--- src/hw/rtl/isotp_rr_pkg.sv ---
package isotp_rr_pkg;

    // Default depth of the payload store
    localparam int PAYLOAD_BYTES_DEF = 16;

    // Input item types
    localparam logic [1:0] REQ_START = 2'd0;
    localparam logic [1:0] REQ_FRAME = 2'd1;
    localparam logic [1:0] REQ_TICK  = 2'd2;

    // Result kinds
    localparam logic [1:0] KIND_FLOW   = 2'd0;
    localparam logic [1:0] KIND_CHAR   = 2'd1;
    localparam logic [1:0] KIND_STATUS = 2'd2;

    // Final status codes
    localparam logic [1:0] ST_OK      = 2'd0;
    localparam logic [1:0] ST_TIMEOUT = 2'd1;
    localparam logic [1:0] ST_INVALID = 2'd2;

    // Configuration register indexes
    localparam logic [1:0] CFG_REQUEST_ID  = 2'd0;
    localparam logic [1:0] CFG_RESPONSE_ID = 2'd1;
    localparam logic [1:0] CFG_DATA_ID     = 2'd2;
    localparam logic [1:0] CFG_TIMEOUT     = 2'd3;

    // Configuration reset values
    localparam logic [10:0] REQUEST_ID_RST  = 11'h703;
    localparam logic [10:0] RESPONSE_ID_RST = 11'h70B;
    localparam logic [15:0] DATA_ID_RST     = 16'hFDBD;
    localparam logic [15:0] TIMEOUT_RST     = 16'd2000;

    // Frame type nibbles of the protocol control byte
    localparam logic [3:0] PCI_FIRST  = 4'h1;
    localparam logic [3:0] PCI_CONSEC = 4'h2;

    localparam logic [7:0] SID_POSITIVE  = 8'h62;
    localparam logic [7:0] MIN_TOTAL_LEN = 8'd3;
    localparam logic [15:0] ELAPSED_MAX  = 16'hFFFF;

    typedef struct packed {
        logic [10:0] request_id;
        logic [10:0] response_id;
        logic [15:0] data_identifier;
        logic [15:0] limit_ms;
    } cfg_t;

    typedef struct packed {
        logic [1:0]      req_type;
        logic [10:0]     can_id;
        logic [7:0][7:0] data;
    } item_t;

    typedef struct packed {
        logic [1:0] kind;
        logic [7:0] char_value;
        logic [1:0] status;
        logic       last;
    } result_t;

endpackage

--- src/hw/rtl/isotp_rr_store.sv ---
module isotp_rr_store
    import isotp_rr_pkg::*;
#(
    parameter int DEPTH = PAYLOAD_BYTES_DEF,
    localparam int AW   = (DEPTH > 1) ? $clog2(DEPTH) : 1
)
(
    input  logic          clk,
    input  logic          wr_en,
    input  logic [AW-1:0] wr_addr,
    input  logic [7:0]    wr_data,
    input  logic          rd_en,
    input  logic [AW-1:0] rd_addr,
    output logic [7:0]    rd_data
);

    logic [7:0] mem [DEPTH];
    logic [7:0] rd_data_reg;

    // Write one byte
    always_ff @(posedge clk)
    begin
        if (wr_en)
        begin
            mem[wr_addr] <= wr_data;
        end
    end

    // Registered read, held while not enabled
    always_ff @(posedge clk)
    begin
        if (rd_en)
        begin
            rd_data_reg <= mem[rd_addr];
        end
    end

    assign rd_data = rd_data_reg;

endmodule

--- src/hw/rtl/isotp_rr_ctrl.sv ---
module isotp_rr_ctrl
    import isotp_rr_pkg::*;
#(
    parameter int PAYLOAD_BYTES = PAYLOAD_BYTES_DEF,
    localparam int AW = (PAYLOAD_BYTES > 1) ? $clog2(PAYLOAD_BYTES) : 1,
    localparam int CW = $clog2(PAYLOAD_BYTES + 1)
)
(
    input  logic          clk,
    input  logic          rst_n,
    input  cfg_t          cfg,
    input  item_t         item,
    input  logic          start,
    output logic          busy,
    input  logic          out_free,
    output logic          push,
    output result_t       push_res,
    output logic          wr_en,
    output logic [AW-1:0] wr_addr,
    output logic [7:0]    wr_data,
    output logic          rd_en,
    output logic [AW-1:0] rd_addr,
    input  logic [7:0]    rd_data
);

    typedef enum logic [2:0] {
        S_IDLE,
        S_DECODE,
        S_STORE,
        S_SCAN_RD,
        S_SCAN_CHK,
        S_EMIT
    } state_t;

    localparam logic [7:0]    DEPTH_B = 8'(PAYLOAD_BYTES);
    localparam logic [CW-1:0] DEPTH_C = CW'(PAYLOAD_BYTES);

    state_t        state_reg, state_next;
    logic          armed_reg, armed_next;
    logic          receiving_reg, receiving_next;
    logic [3:0]    exp_seq_reg, exp_seq_next;
    logic [7:0]    total_len_reg, total_len_next;
    logic [7:0]    byte_count_reg, byte_count_next;
    logic [15:0]   elapsed_reg, elapsed_next;
    logic [2:0]    idx_reg, idx_next;
    logic          ff_mode_reg, ff_mode_next;
    logic [CW-1:0] scan_reg, scan_next;
    result_t       pend_reg, pend_next;

    logic [7:0]  need;
    logic        can_store;
    logic [7:0]  bc_inc;
    logic [7:0]  bc_after;
    logic        scan_more;
    logic [15:0] elapsed_inc;
    logic [3:0]  pci;
    logic [3:0]  seq;
    logic        id_ok;
    logic        di_ok;

    // Shared datapath terms
    assign need        = total_len_reg - MIN_TOTAL_LEN;
    assign can_store   = ff_mode_reg || (byte_count_reg < need);
    assign bc_inc      = byte_count_reg + 8'd1;
    assign bc_after    = can_store ? bc_inc : byte_count_reg;
    assign scan_more   = (scan_reg < DEPTH_C) && (8'(scan_reg) < byte_count_reg);
    assign elapsed_inc = (elapsed_reg == ELAPSED_MAX) ? elapsed_reg : elapsed_reg + 16'd1;
    assign pci         = item.data[0][7:4];
    assign seq         = item.data[0][3:0];
    assign id_ok       = (item.can_id != cfg.request_id) && (item.can_id == cfg.response_id);
    assign di_ok       = (item.data[2] == SID_POSITIVE)
                      && (item.data[3] == cfg.data_identifier[15:8])
                      && (item.data[4] == cfg.data_identifier[7:0]);

    // Payload store ports
    assign wr_en   = (state_reg == S_STORE) && can_store && (byte_count_reg < DEPTH_B);
    assign wr_addr = byte_count_reg[AW-1:0];
    assign wr_data = item.data[idx_reg];
    assign rd_en   = (state_reg == S_SCAN_RD) && scan_more;
    assign rd_addr = scan_reg[AW-1:0];

    assign busy = (state_reg != S_IDLE);

    // Sequencer
    always_comb
    begin
        state_next      = state_reg;
        armed_next      = armed_reg;
        receiving_next  = receiving_reg;
        exp_seq_next    = exp_seq_reg;
        total_len_next  = total_len_reg;
        byte_count_next = byte_count_reg;
        elapsed_next    = elapsed_reg;
        idx_next        = idx_reg;
        ff_mode_next    = ff_mode_reg;
        scan_next       = scan_reg;
        pend_next       = pend_reg;
        push            = 1'b0;
        push_res        = pend_reg;

        case (state_reg)
            S_IDLE:
            begin
                if (start)
                begin
                    state_next = S_DECODE;
                end
            end

            S_DECODE:
            begin
                state_next = S_IDLE;
                pend_next  = '{kind: KIND_STATUS, char_value: 8'd0,
                               status: ST_INVALID, last: 1'b1};
                if (item.req_type == REQ_START)
                begin
                    armed_next      = 1'b1;
                    receiving_next  = 1'b0;
                    exp_seq_next    = 4'd1;
                    total_len_next  = 8'd0;
                    byte_count_next = 8'd0;
                    elapsed_next    = 16'd0;
                end
                else if (armed_reg)
                begin
                    case (item.req_type)
                        REQ_TICK:
                        begin
                            elapsed_next = elapsed_inc;
                            if (elapsed_inc >= cfg.limit_ms)
                            begin
                                pend_next.status = ST_TIMEOUT;
                                armed_next       = 1'b0;
                                receiving_next   = 1'b0;
                                state_next       = S_EMIT;
                            end
                        end

                        REQ_FRAME:
                        begin
                            if (id_ok)
                            begin
                                if (pci == PCI_FIRST)
                                begin
                                    // Ignore a repeated first frame
                                    if (!receiving_reg)
                                    begin
                                        total_len_next  = item.data[1];
                                        exp_seq_next    = 4'd1;
                                        byte_count_next = 8'd0;
                                        if (!di_ok || (item.data[1] < MIN_TOTAL_LEN))
                                        begin
                                            armed_next = 1'b0;
                                            state_next = S_EMIT;
                                        end
                                        else
                                        begin
                                            receiving_next = 1'b1;
                                            idx_next       = 3'd5;
                                            ff_mode_next   = 1'b1;
                                            state_next     = S_STORE;
                                        end
                                    end
                                end
                                else if (pci == PCI_CONSEC)
                                begin
                                    if (!receiving_reg || (seq > exp_seq_reg))
                                    begin
                                        armed_next     = 1'b0;
                                        receiving_next = 1'b0;
                                        state_next     = S_EMIT;
                                    end
                                    else if (seq == exp_seq_reg)
                                    begin
                                        idx_next     = 3'd1;
                                        ff_mode_next = 1'b0;
                                        state_next   = S_STORE;
                                    end
                                end
                                else
                                begin
                                    armed_next     = 1'b0;
                                    receiving_next = 1'b0;
                                    state_next     = S_EMIT;
                                end
                            end
                        end

                        default:
                        begin
                        end
                    endcase
                end
            end

            // Store one frame byte per cycle
            S_STORE:
            begin
                byte_count_next = bc_after;
                if (!can_store || (idx_reg == 3'd7))
                begin
                    if (ff_mode_reg)
                    begin
                        pend_next  = '{kind: KIND_FLOW, char_value: 8'd0,
                                       status: ST_OK, last: 1'b1};
                        state_next = S_EMIT;
                    end
                    else
                    begin
                        exp_seq_next = exp_seq_reg + 4'd1;
                        if (bc_after >= need)
                        begin
                            scan_next  = '0;
                            state_next = S_SCAN_RD;
                        end
                        else
                        begin
                            state_next = S_IDLE;
                        end
                    end
                end
                else
                begin
                    idx_next = idx_reg + 3'd1;
                end
            end

            // Read the next stored byte or close with success
            S_SCAN_RD:
            begin
                if (scan_more)
                begin
                    state_next = S_SCAN_CHK;
                end
                else
                begin
                    pend_next      = '{kind: KIND_STATUS, char_value: 8'd0,
                                       status: ST_OK, last: 1'b1};
                    armed_next     = 1'b0;
                    receiving_next = 1'b0;
                    state_next     = S_EMIT;
                end
            end

            // Drop zero bytes, emit the rest
            S_SCAN_CHK:
            begin
                push_res = '{kind: KIND_CHAR, char_value: rd_data,
                             status: ST_OK, last: 1'b0};
                if (rd_data == 8'd0)
                begin
                    scan_next  = scan_reg + CW'(1);
                    state_next = S_SCAN_RD;
                end
                else if (out_free)
                begin
                    push       = 1'b1;
                    scan_next  = scan_reg + CW'(1);
                    state_next = S_SCAN_RD;
                end
            end

            S_EMIT:
            begin
                if (out_free)
                begin
                    push       = 1'b1;
                    state_next = S_IDLE;
                end
            end

            default:
            begin
                state_next = S_IDLE;
            end
        endcase
    end

    // Hold state
    always_ff @(posedge clk or negedge rst_n)
    begin
        if (!rst_n)
        begin
            state_reg      <= S_IDLE;
            armed_reg      <= 1'b0;
            receiving_reg  <= 1'b0;
            exp_seq_reg    <= 4'd1;
            total_len_reg  <= 8'd0;
            byte_count_reg <= 8'd0;
            elapsed_reg    <= 16'd0;
            idx_reg        <= 3'd0;
            ff_mode_reg    <= 1'b0;
            scan_reg       <= '0;
        end
        else
        begin
            state_reg      <= state_next;
            armed_reg      <= armed_next;
            receiving_reg  <= receiving_next;
            exp_seq_reg    <= exp_seq_next;
            total_len_reg  <= total_len_next;
            byte_count_reg <= byte_count_next;
            elapsed_reg    <= elapsed_next;
            idx_reg        <= idx_next;
            ff_mode_reg    <= ff_mode_next;
            scan_reg       <= scan_next;
        end
    end

    always_ff @(posedge clk)
    begin
        pend_reg <= pend_next;
    end

    a_push_when_free: assert property (@(posedge clk) disable iff (!rst_n)
        push |-> out_free)
        else $error("result pushed into an occupied output register");

    a_write_in_range: assert property (@(posedge clk) disable iff (!rst_n)
        wr_en |-> (byte_count_reg < DEPTH_B))
        else $error("payload write beyond store depth");

    a_receiving_armed: assert property (@(posedge clk) disable iff (!rst_n)
        receiving_reg |-> armed_reg)
        else $error("receiving while disarmed");

    a_char_nonzero: assert property (@(posedge clk) disable iff (!rst_n)
        (push && (push_res.kind == KIND_CHAR)) |-> (push_res.char_value != 8'd0))
        else $error("zero payload byte emitted");

    a_status_ends: assert property (@(posedge clk) disable iff (!rst_n)
        (push && (push_res.kind == KIND_STATUS)) |=> !armed_reg)
        else $error("still armed after final status");

endmodule

--- src/hw/rtl/isotp_read_response_reassembler.sv ---
// Receive side of a multi-frame diagnostic read response. A start item arms the block;
// frames whose identifier is the response identifier (and not the request identifier)
// are parsed as first and consecutive frames, and millisecond ticks run the timeout.
// Each item is taken into a register and worked on by a small sequencer, and in_stall
// stays high until it is done. A start, tick, dropped or ignored frame is only decoded;
// a tick that times out or a rejected frame adds a status beat. A first frame stores
// its payload bytes from position 5 and adds a flow-control beat; a consecutive frame
// stores bytes from position 1, visiting one byte position per step until it has stored
// the bytes still needed or reached position 7. A completing frame then reads the
// payload store one entry at a time over its single read port, with a read state and a
// check state for each of the first min(byte count, PAYLOAD_BYTES) entries, then sends
// the status beat, waiting whenever the output side stalls. One finished beat waits in
// the output register while the next input item is taken.
module isotp_read_response_reassembler
    import isotp_rr_pkg::*;
#(
    parameter int PAYLOAD_BYTES = PAYLOAD_BYTES_DEF
)
(
    input  logic        clk,
    input  logic        rst_n,

    input  logic        cfg_we,
    input  logic [1:0]  cfg_index,
    input  logic [15:0] cfg_data,

    input  logic        in_valid,
    output logic        in_stall,
    input  logic [1:0]  req_type,
    input  logic [10:0] can_id,
    input  logic [7:0]  data_0,
    input  logic [7:0]  data_1,
    input  logic [7:0]  data_2,
    input  logic [7:0]  data_3,
    input  logic [7:0]  data_4,
    input  logic [7:0]  data_5,
    input  logic [7:0]  data_6,
    input  logic [7:0]  data_7,

    output logic        out_valid,
    input  logic        out_stall,
    output logic [1:0]  kind,
    output logic [7:0]  char_value,
    output logic [1:0]  status,
    output logic        last
);

    localparam int AW = (PAYLOAD_BYTES > 1) ? $clog2(PAYLOAD_BYTES) : 1;

    cfg_t    cfg_reg;
    item_t   item_reg;
    result_t out_reg;
    logic    out_valid_reg;

    logic          busy;
    logic          in_accept;
    logic          out_free;
    logic          push;
    result_t       push_res;
    logic          wr_en;
    logic [AW-1:0] wr_addr;
    logic [7:0]    wr_data;
    logic          rd_en;
    logic [AW-1:0] rd_addr;
    logic [7:0]    rd_data;

    assign in_stall  = busy;
    assign in_accept = in_valid && !busy;
    assign out_free  = !out_valid_reg || !out_stall;

    // Configuration registers
    always_ff @(posedge clk or negedge rst_n)
    begin
        if (!rst_n)
        begin
            cfg_reg.request_id      <= REQUEST_ID_RST;
            cfg_reg.response_id     <= RESPONSE_ID_RST;
            cfg_reg.data_identifier <= DATA_ID_RST;
            cfg_reg.limit_ms        <= TIMEOUT_RST;
        end
        else if (cfg_we)
        begin
            case (cfg_index)
                CFG_REQUEST_ID:  cfg_reg.request_id      <= cfg_data[10:0];
                CFG_RESPONSE_ID: cfg_reg.response_id     <= cfg_data[10:0];
                CFG_DATA_ID:     cfg_reg.data_identifier <= cfg_data;
                CFG_TIMEOUT:     cfg_reg.limit_ms        <= cfg_data;
                default:
                begin
                end
            endcase
        end
    end

    // Capture the input beat
    always_ff @(posedge clk)
    begin
        if (in_accept)
        begin
            item_reg.req_type <= req_type;
            item_reg.can_id   <= can_id;
            item_reg.data     <= {data_7, data_6, data_5, data_4,
                                  data_3, data_2, data_1, data_0};
        end
    end

    // Output register
    always_ff @(posedge clk or negedge rst_n)
    begin
        if (!rst_n)
        begin
            out_valid_reg <= 1'b0;
        end
        else if (push)
        begin
            out_valid_reg <= 1'b1;
        end
        else if (!out_stall)
        begin
            out_valid_reg <= 1'b0;
        end
    end

    always_ff @(posedge clk)
    begin
        if (push)
        begin
            out_reg <= push_res;
        end
    end

    assign out_valid  = out_valid_reg;
    assign kind       = out_reg.kind;
    assign char_value = out_reg.char_value;
    assign status     = out_reg.status;
    assign last       = out_reg.last;

    isotp_rr_ctrl #(
        .PAYLOAD_BYTES (PAYLOAD_BYTES)
    ) u_ctrl (
        .clk      (clk),
        .rst_n    (rst_n),
        .cfg      (cfg_reg),
        .item     (item_reg),
        .start    (in_accept),
        .busy     (busy),
        .out_free (out_free),
        .push     (push),
        .push_res (push_res),
        .wr_en    (wr_en),
        .wr_addr  (wr_addr),
        .wr_data  (wr_data),
        .rd_en    (rd_en),
        .rd_addr  (rd_addr),
        .rd_data  (rd_data)
    );

    isotp_rr_store #(
        .DEPTH (PAYLOAD_BYTES)
    ) u_store (
        .clk     (clk),
        .wr_en   (wr_en),
        .wr_addr (wr_addr),
        .wr_data (wr_data),
        .rd_en   (rd_en),
        .rd_addr (rd_addr),
        .rd_data (rd_data)
    );

endmodule
--- config.mk ---
export PLATFORM = sky130hd
export DESIGN_NAME = isotp_read_response_reassembler
export DESIGN_NICKNAME = d
export VERILOG_FILES = /design/src/hw/rtl/isotp_rr_pkg.sv /design/src/hw/rtl/isotp_rr_store.sv /design/src/hw/rtl/isotp_rr_ctrl.sv /design/src/hw/rtl/isotp_read_response_reassembler.sv
export SDC_FILE = /design/constraint.sdc
export NUM_CORES = 1
export LEC_CHECK = 0
export ABC_AREA = 0
export BUFFER_PORTS_ARGS = -buffer_cell sky130_fd_sc_hd__buf_2
export CORE_UTILIZATION = 50
export CTS_CLUSTER_SIZE = 12
export DETAILED_ROUTE_END_ITERATION = 8
export PLACE_DENSITY_LB_ADDON = 0.2
export SLEW_MARGIN = 20
export SYNTH_ARGS = -nofsm -noshare
export SYNTH_HDL_FRONTEND = slang
export SYNTH_SLANG_ARGS = --single-unit
--- constraint.sdc ---
create_clock -name clk -period 5.6 [get_ports clk]
set_clock_uncertainty 0.05 [all_clocks]
set_input_delay 1.68 -clock clk [delete_from_list [all_inputs] [get_ports clk]]
set_output_delay 1.68 -clock clk [all_outputs]
set_load 0.02 [all_outputs]
==> impl_results.md <==
* Rows at 63
* Share of flip-flops with an asynchronous set or reset at 0.3144
* Hold_buf cts at 0
* # DRC at 0
* Crit end category: register
* Worst EP required at 5.92 ns
* Area after DPL at 16300 um^2
* Max Cap Violations at 0
* Final Critical Period at 5.144 ns
* Final WL at 32.23 mm
* Setup TNS at 0 ns
* Kind of critical path: reg -> reg
* Max-slew headroom at 0.3027
* Final setup viols at 0
* First-pass GRT wire length at 51.22 mm
* Post-CTS setup repair buffer count at 0
* Grt total ovfl at 0
* Synth area leader: edfxtp_1
* CP max FO at 6
* Die area at 31260 um^2
* CP Launch Type: register
* DP HPWL at 23.07 mm
* Core area at 29870 um^2
* Post-synthesis sequential area ratio at 0.6245
* Sink Count at 334
* Largest cells by area after synthesis: edfxtp_1 45%, dfrtp_1 12%, mux4_2 8.3%, dfstp_2 5.3%, mux2_2 4.7%
* Number of synthesized register bits at 334
* Commonest register cell after synthesis: edfxtp_1
* Syn-to-layout area delta at 14.17%
* Layout Nets at 1310
* Proportion of layout cells with a drive suffix above 1 at 0.2904
* Total Power at 6.303 mW
* Initial DRC count at 828
* Worst Max-Slew Pin Slew at 1.046 ns
* Post-route ant nets at 0
* Max incr delay on CP at 0.64 ns
* Max Freq at 194.4 MHz
* Syn_nets at 1184
* PortBufs at 114
* Initial Util at 0.5115
* Vias at 9041
* Fin crit share at 0.9185
* CP cell instances: nor3_4 > nand2_1 > xnor2_1 > ha_1 > a21oi_1 > o31ai_2 > o211ai_1 > and3_1 > or4b_2 > xnor2_1 > ha_1 > o211ai_1 > o21ai_0 > a21oi_1 > and3_1 > a32o_1 > a211o_1 > a21boi_1 > o21ai_0
* Outcome: finished, final reports clean
* YS warnings at 0
* H-tree levels at 2
* Die Ht at 176.8 um
* CTS root buffer: clkbuf_16
* Largest net degree at the start of global routing at 78
* Peak supply drop at 0.2852 mV
* R2r setup slk at 0.46 ns
* PostCTS Resize Cnt at 0
* Clock buffer depth at 3
* P per Cell Area at 361.3 nW/um^2
* Clock latency on the worst-skew pair at 0.52 ns
* Drt wl/cell at 20.43 um
* Vias in the first global route at 9099
* Worst Path Arrival at 5.47 ns
* Post-synth EDFFs at 229
* Worst-path clk slew at 0.06 ns
* RSZ-0062 raised after global routing: no
* CTS tree: built
* Number of flip-flops in the largest register at 128
* Netlist cell types at 70
* Worst min-delay path category: reg -> reg
* Syn Inst Count at 1036
* Initial antenna violation count at 0
* Fillers at 2361
* GPL Wtd Cong at 0.8741
* Hold Vio Cnt, Final at 0
* Initial DRT Pass Iterations at 5
* Max-slew violations at 0
* GRT Total Usage at 0.2166
* Syn avg cell area at 14.75 um^2
* Via density at 5.729
* # IOs at 115
* # diodes at 0
* Static leakage at 6.487 nW
* Fin area at 17450 um^2
* Die W at 176.8 um
* Worst path slowest cell: or4b_2
* Inserted Clock Buffers at 38
* Yosys top cell area share at 0.4500
* Synthesized area at 15280 um^2
[metal layers]
metal  GRT usage  routed length [um]
met5           0                   0
met1      0.3326               15510
met4     0.05136                 561
met3     0.03114                1910
met2      0.3260               14250
[kinds of logic after synthesis]
| family | after synthesis | share of synthesized area |
|---|---|---|
| AO/OA/AOI/OAI | 146 | 0.06314 |
| XOR/XNOR | 62 | 0.03677 |
| AND/OR/NAND/NOR | 226 | 0.07902 |
| adder cells (fa/ha/maj) | 49 | 0.03996 |
| buffers and inverters | 95 | 0.02424 |
| flip-flops | 334 | 0.6246 |
| multiplexers | 124 | 0.1323 |
[metrics by stage]
stage | util | hold slack (ns) | cells | worst slack (ns)
after global placement | 0.5456 | 0.4391 | 1512 | 0.6160
after floorplan | - | 0.4108 | 1036 | 0.1306
after detailed placement | 0.5456 | 0.4441 | 1512 | 0.4979
after global routing | 0.5840 | 0.4753 | 1578 | 0.05960
after CTS | 0.5838 | 0.4541 | 1578 | 0.4779
final | 0.5840 | 0.4564 | 1578 | 0.4564
[cell usage after synthesis, types with 11 or more instances]
cell type and n:
edfxtp_1 229, dfrtp_1 74, mux2_2 64, mux4_2 56, nor2_1 52, inv_1 50
ha_1 48, nand2_1 42, xnor2_1 42, o21ai_0 41, clkbuf_1 34, dfstp_2 31
a21oi_1 26, nand3_1 19, xor2_1 19, nor3_1 17, nand4_1 15, o31ai_1 14
and2_1 13, a31oi_1 11
[cell usage in the layout (no fill, tap or decap), types with 16 or more instances in the layout]
cell / Yosys / layout
nand3_1: 19 / 19
nor3_1: 17 / 16
dfrtp_1: 74 / 72
a21oi_1: 26 / 26
xor2_1: 19 / 19
clkbuf_16: 0 / 39
nand2_1: 42 / 42
mux2_2: 64 / 64
mux4_2: 56 / 56
buf_4: 1 / 17
dfstp_2: 31 / 31
nor2_1: 52 / 51
buf_2: 2 / 113
inv_1: 50 / 50
ha_1: 48 / 48
xnor2_1: 42 / 42
o21ai_0: 41 / 41
edfxtp_1: 229 / 229
[path summary, 6_finish.rpt]
kind | start | endpoint | cells after the start
max | u_ctrl.total_len_reg[3] | u_ctrl.scan_reg[3] | 19
min | cfg_reg[14] | cfg_reg[14] | 1
max reg2reg | u_ctrl.total_len_reg[3] | u_ctrl.scan_reg[3] | 19
min reg2reg | cfg_reg[14] | cfg_reg[14] | 1
max in group asynchronous | rst_n | cfg_reg[43] | 2
min in group asynchronous | rst_n | u_ctrl.elapsed_reg[10] | 1
[power by group]
part	total, mW	switching, mW	internal [mW]
Clock	2.30	0.938	1.37
Combinational	0.873	0.498	0.375
Sequential	3.13	0.170	2.96
Total	6.30	1.61	4.70
[cell type report]
class	instances	area, um^2	area share
Sequential cell	334	9545	0.5472
Multi-Input combinational cell	607	5388	0.3088
Clock buffer	51	1021	0.05852
Timing Repair Buffer	130	693.2	0.03973
Tap cell	390	488.0	0.02797
Inverter	51	191.4	0.01097
Clock inverter	15	118.9	0.006813
[worst max-delay path, delay by kind of cell, from the launching register on]
family	cells	cell delay, ns
xor+xnor	2	0.40
flops	1	0.44
simple gates	5	1.39
compound gates	10	2.11
fa+ha+maj	2	0.59
Note: power is estimated with default switching activity, not from simulation.
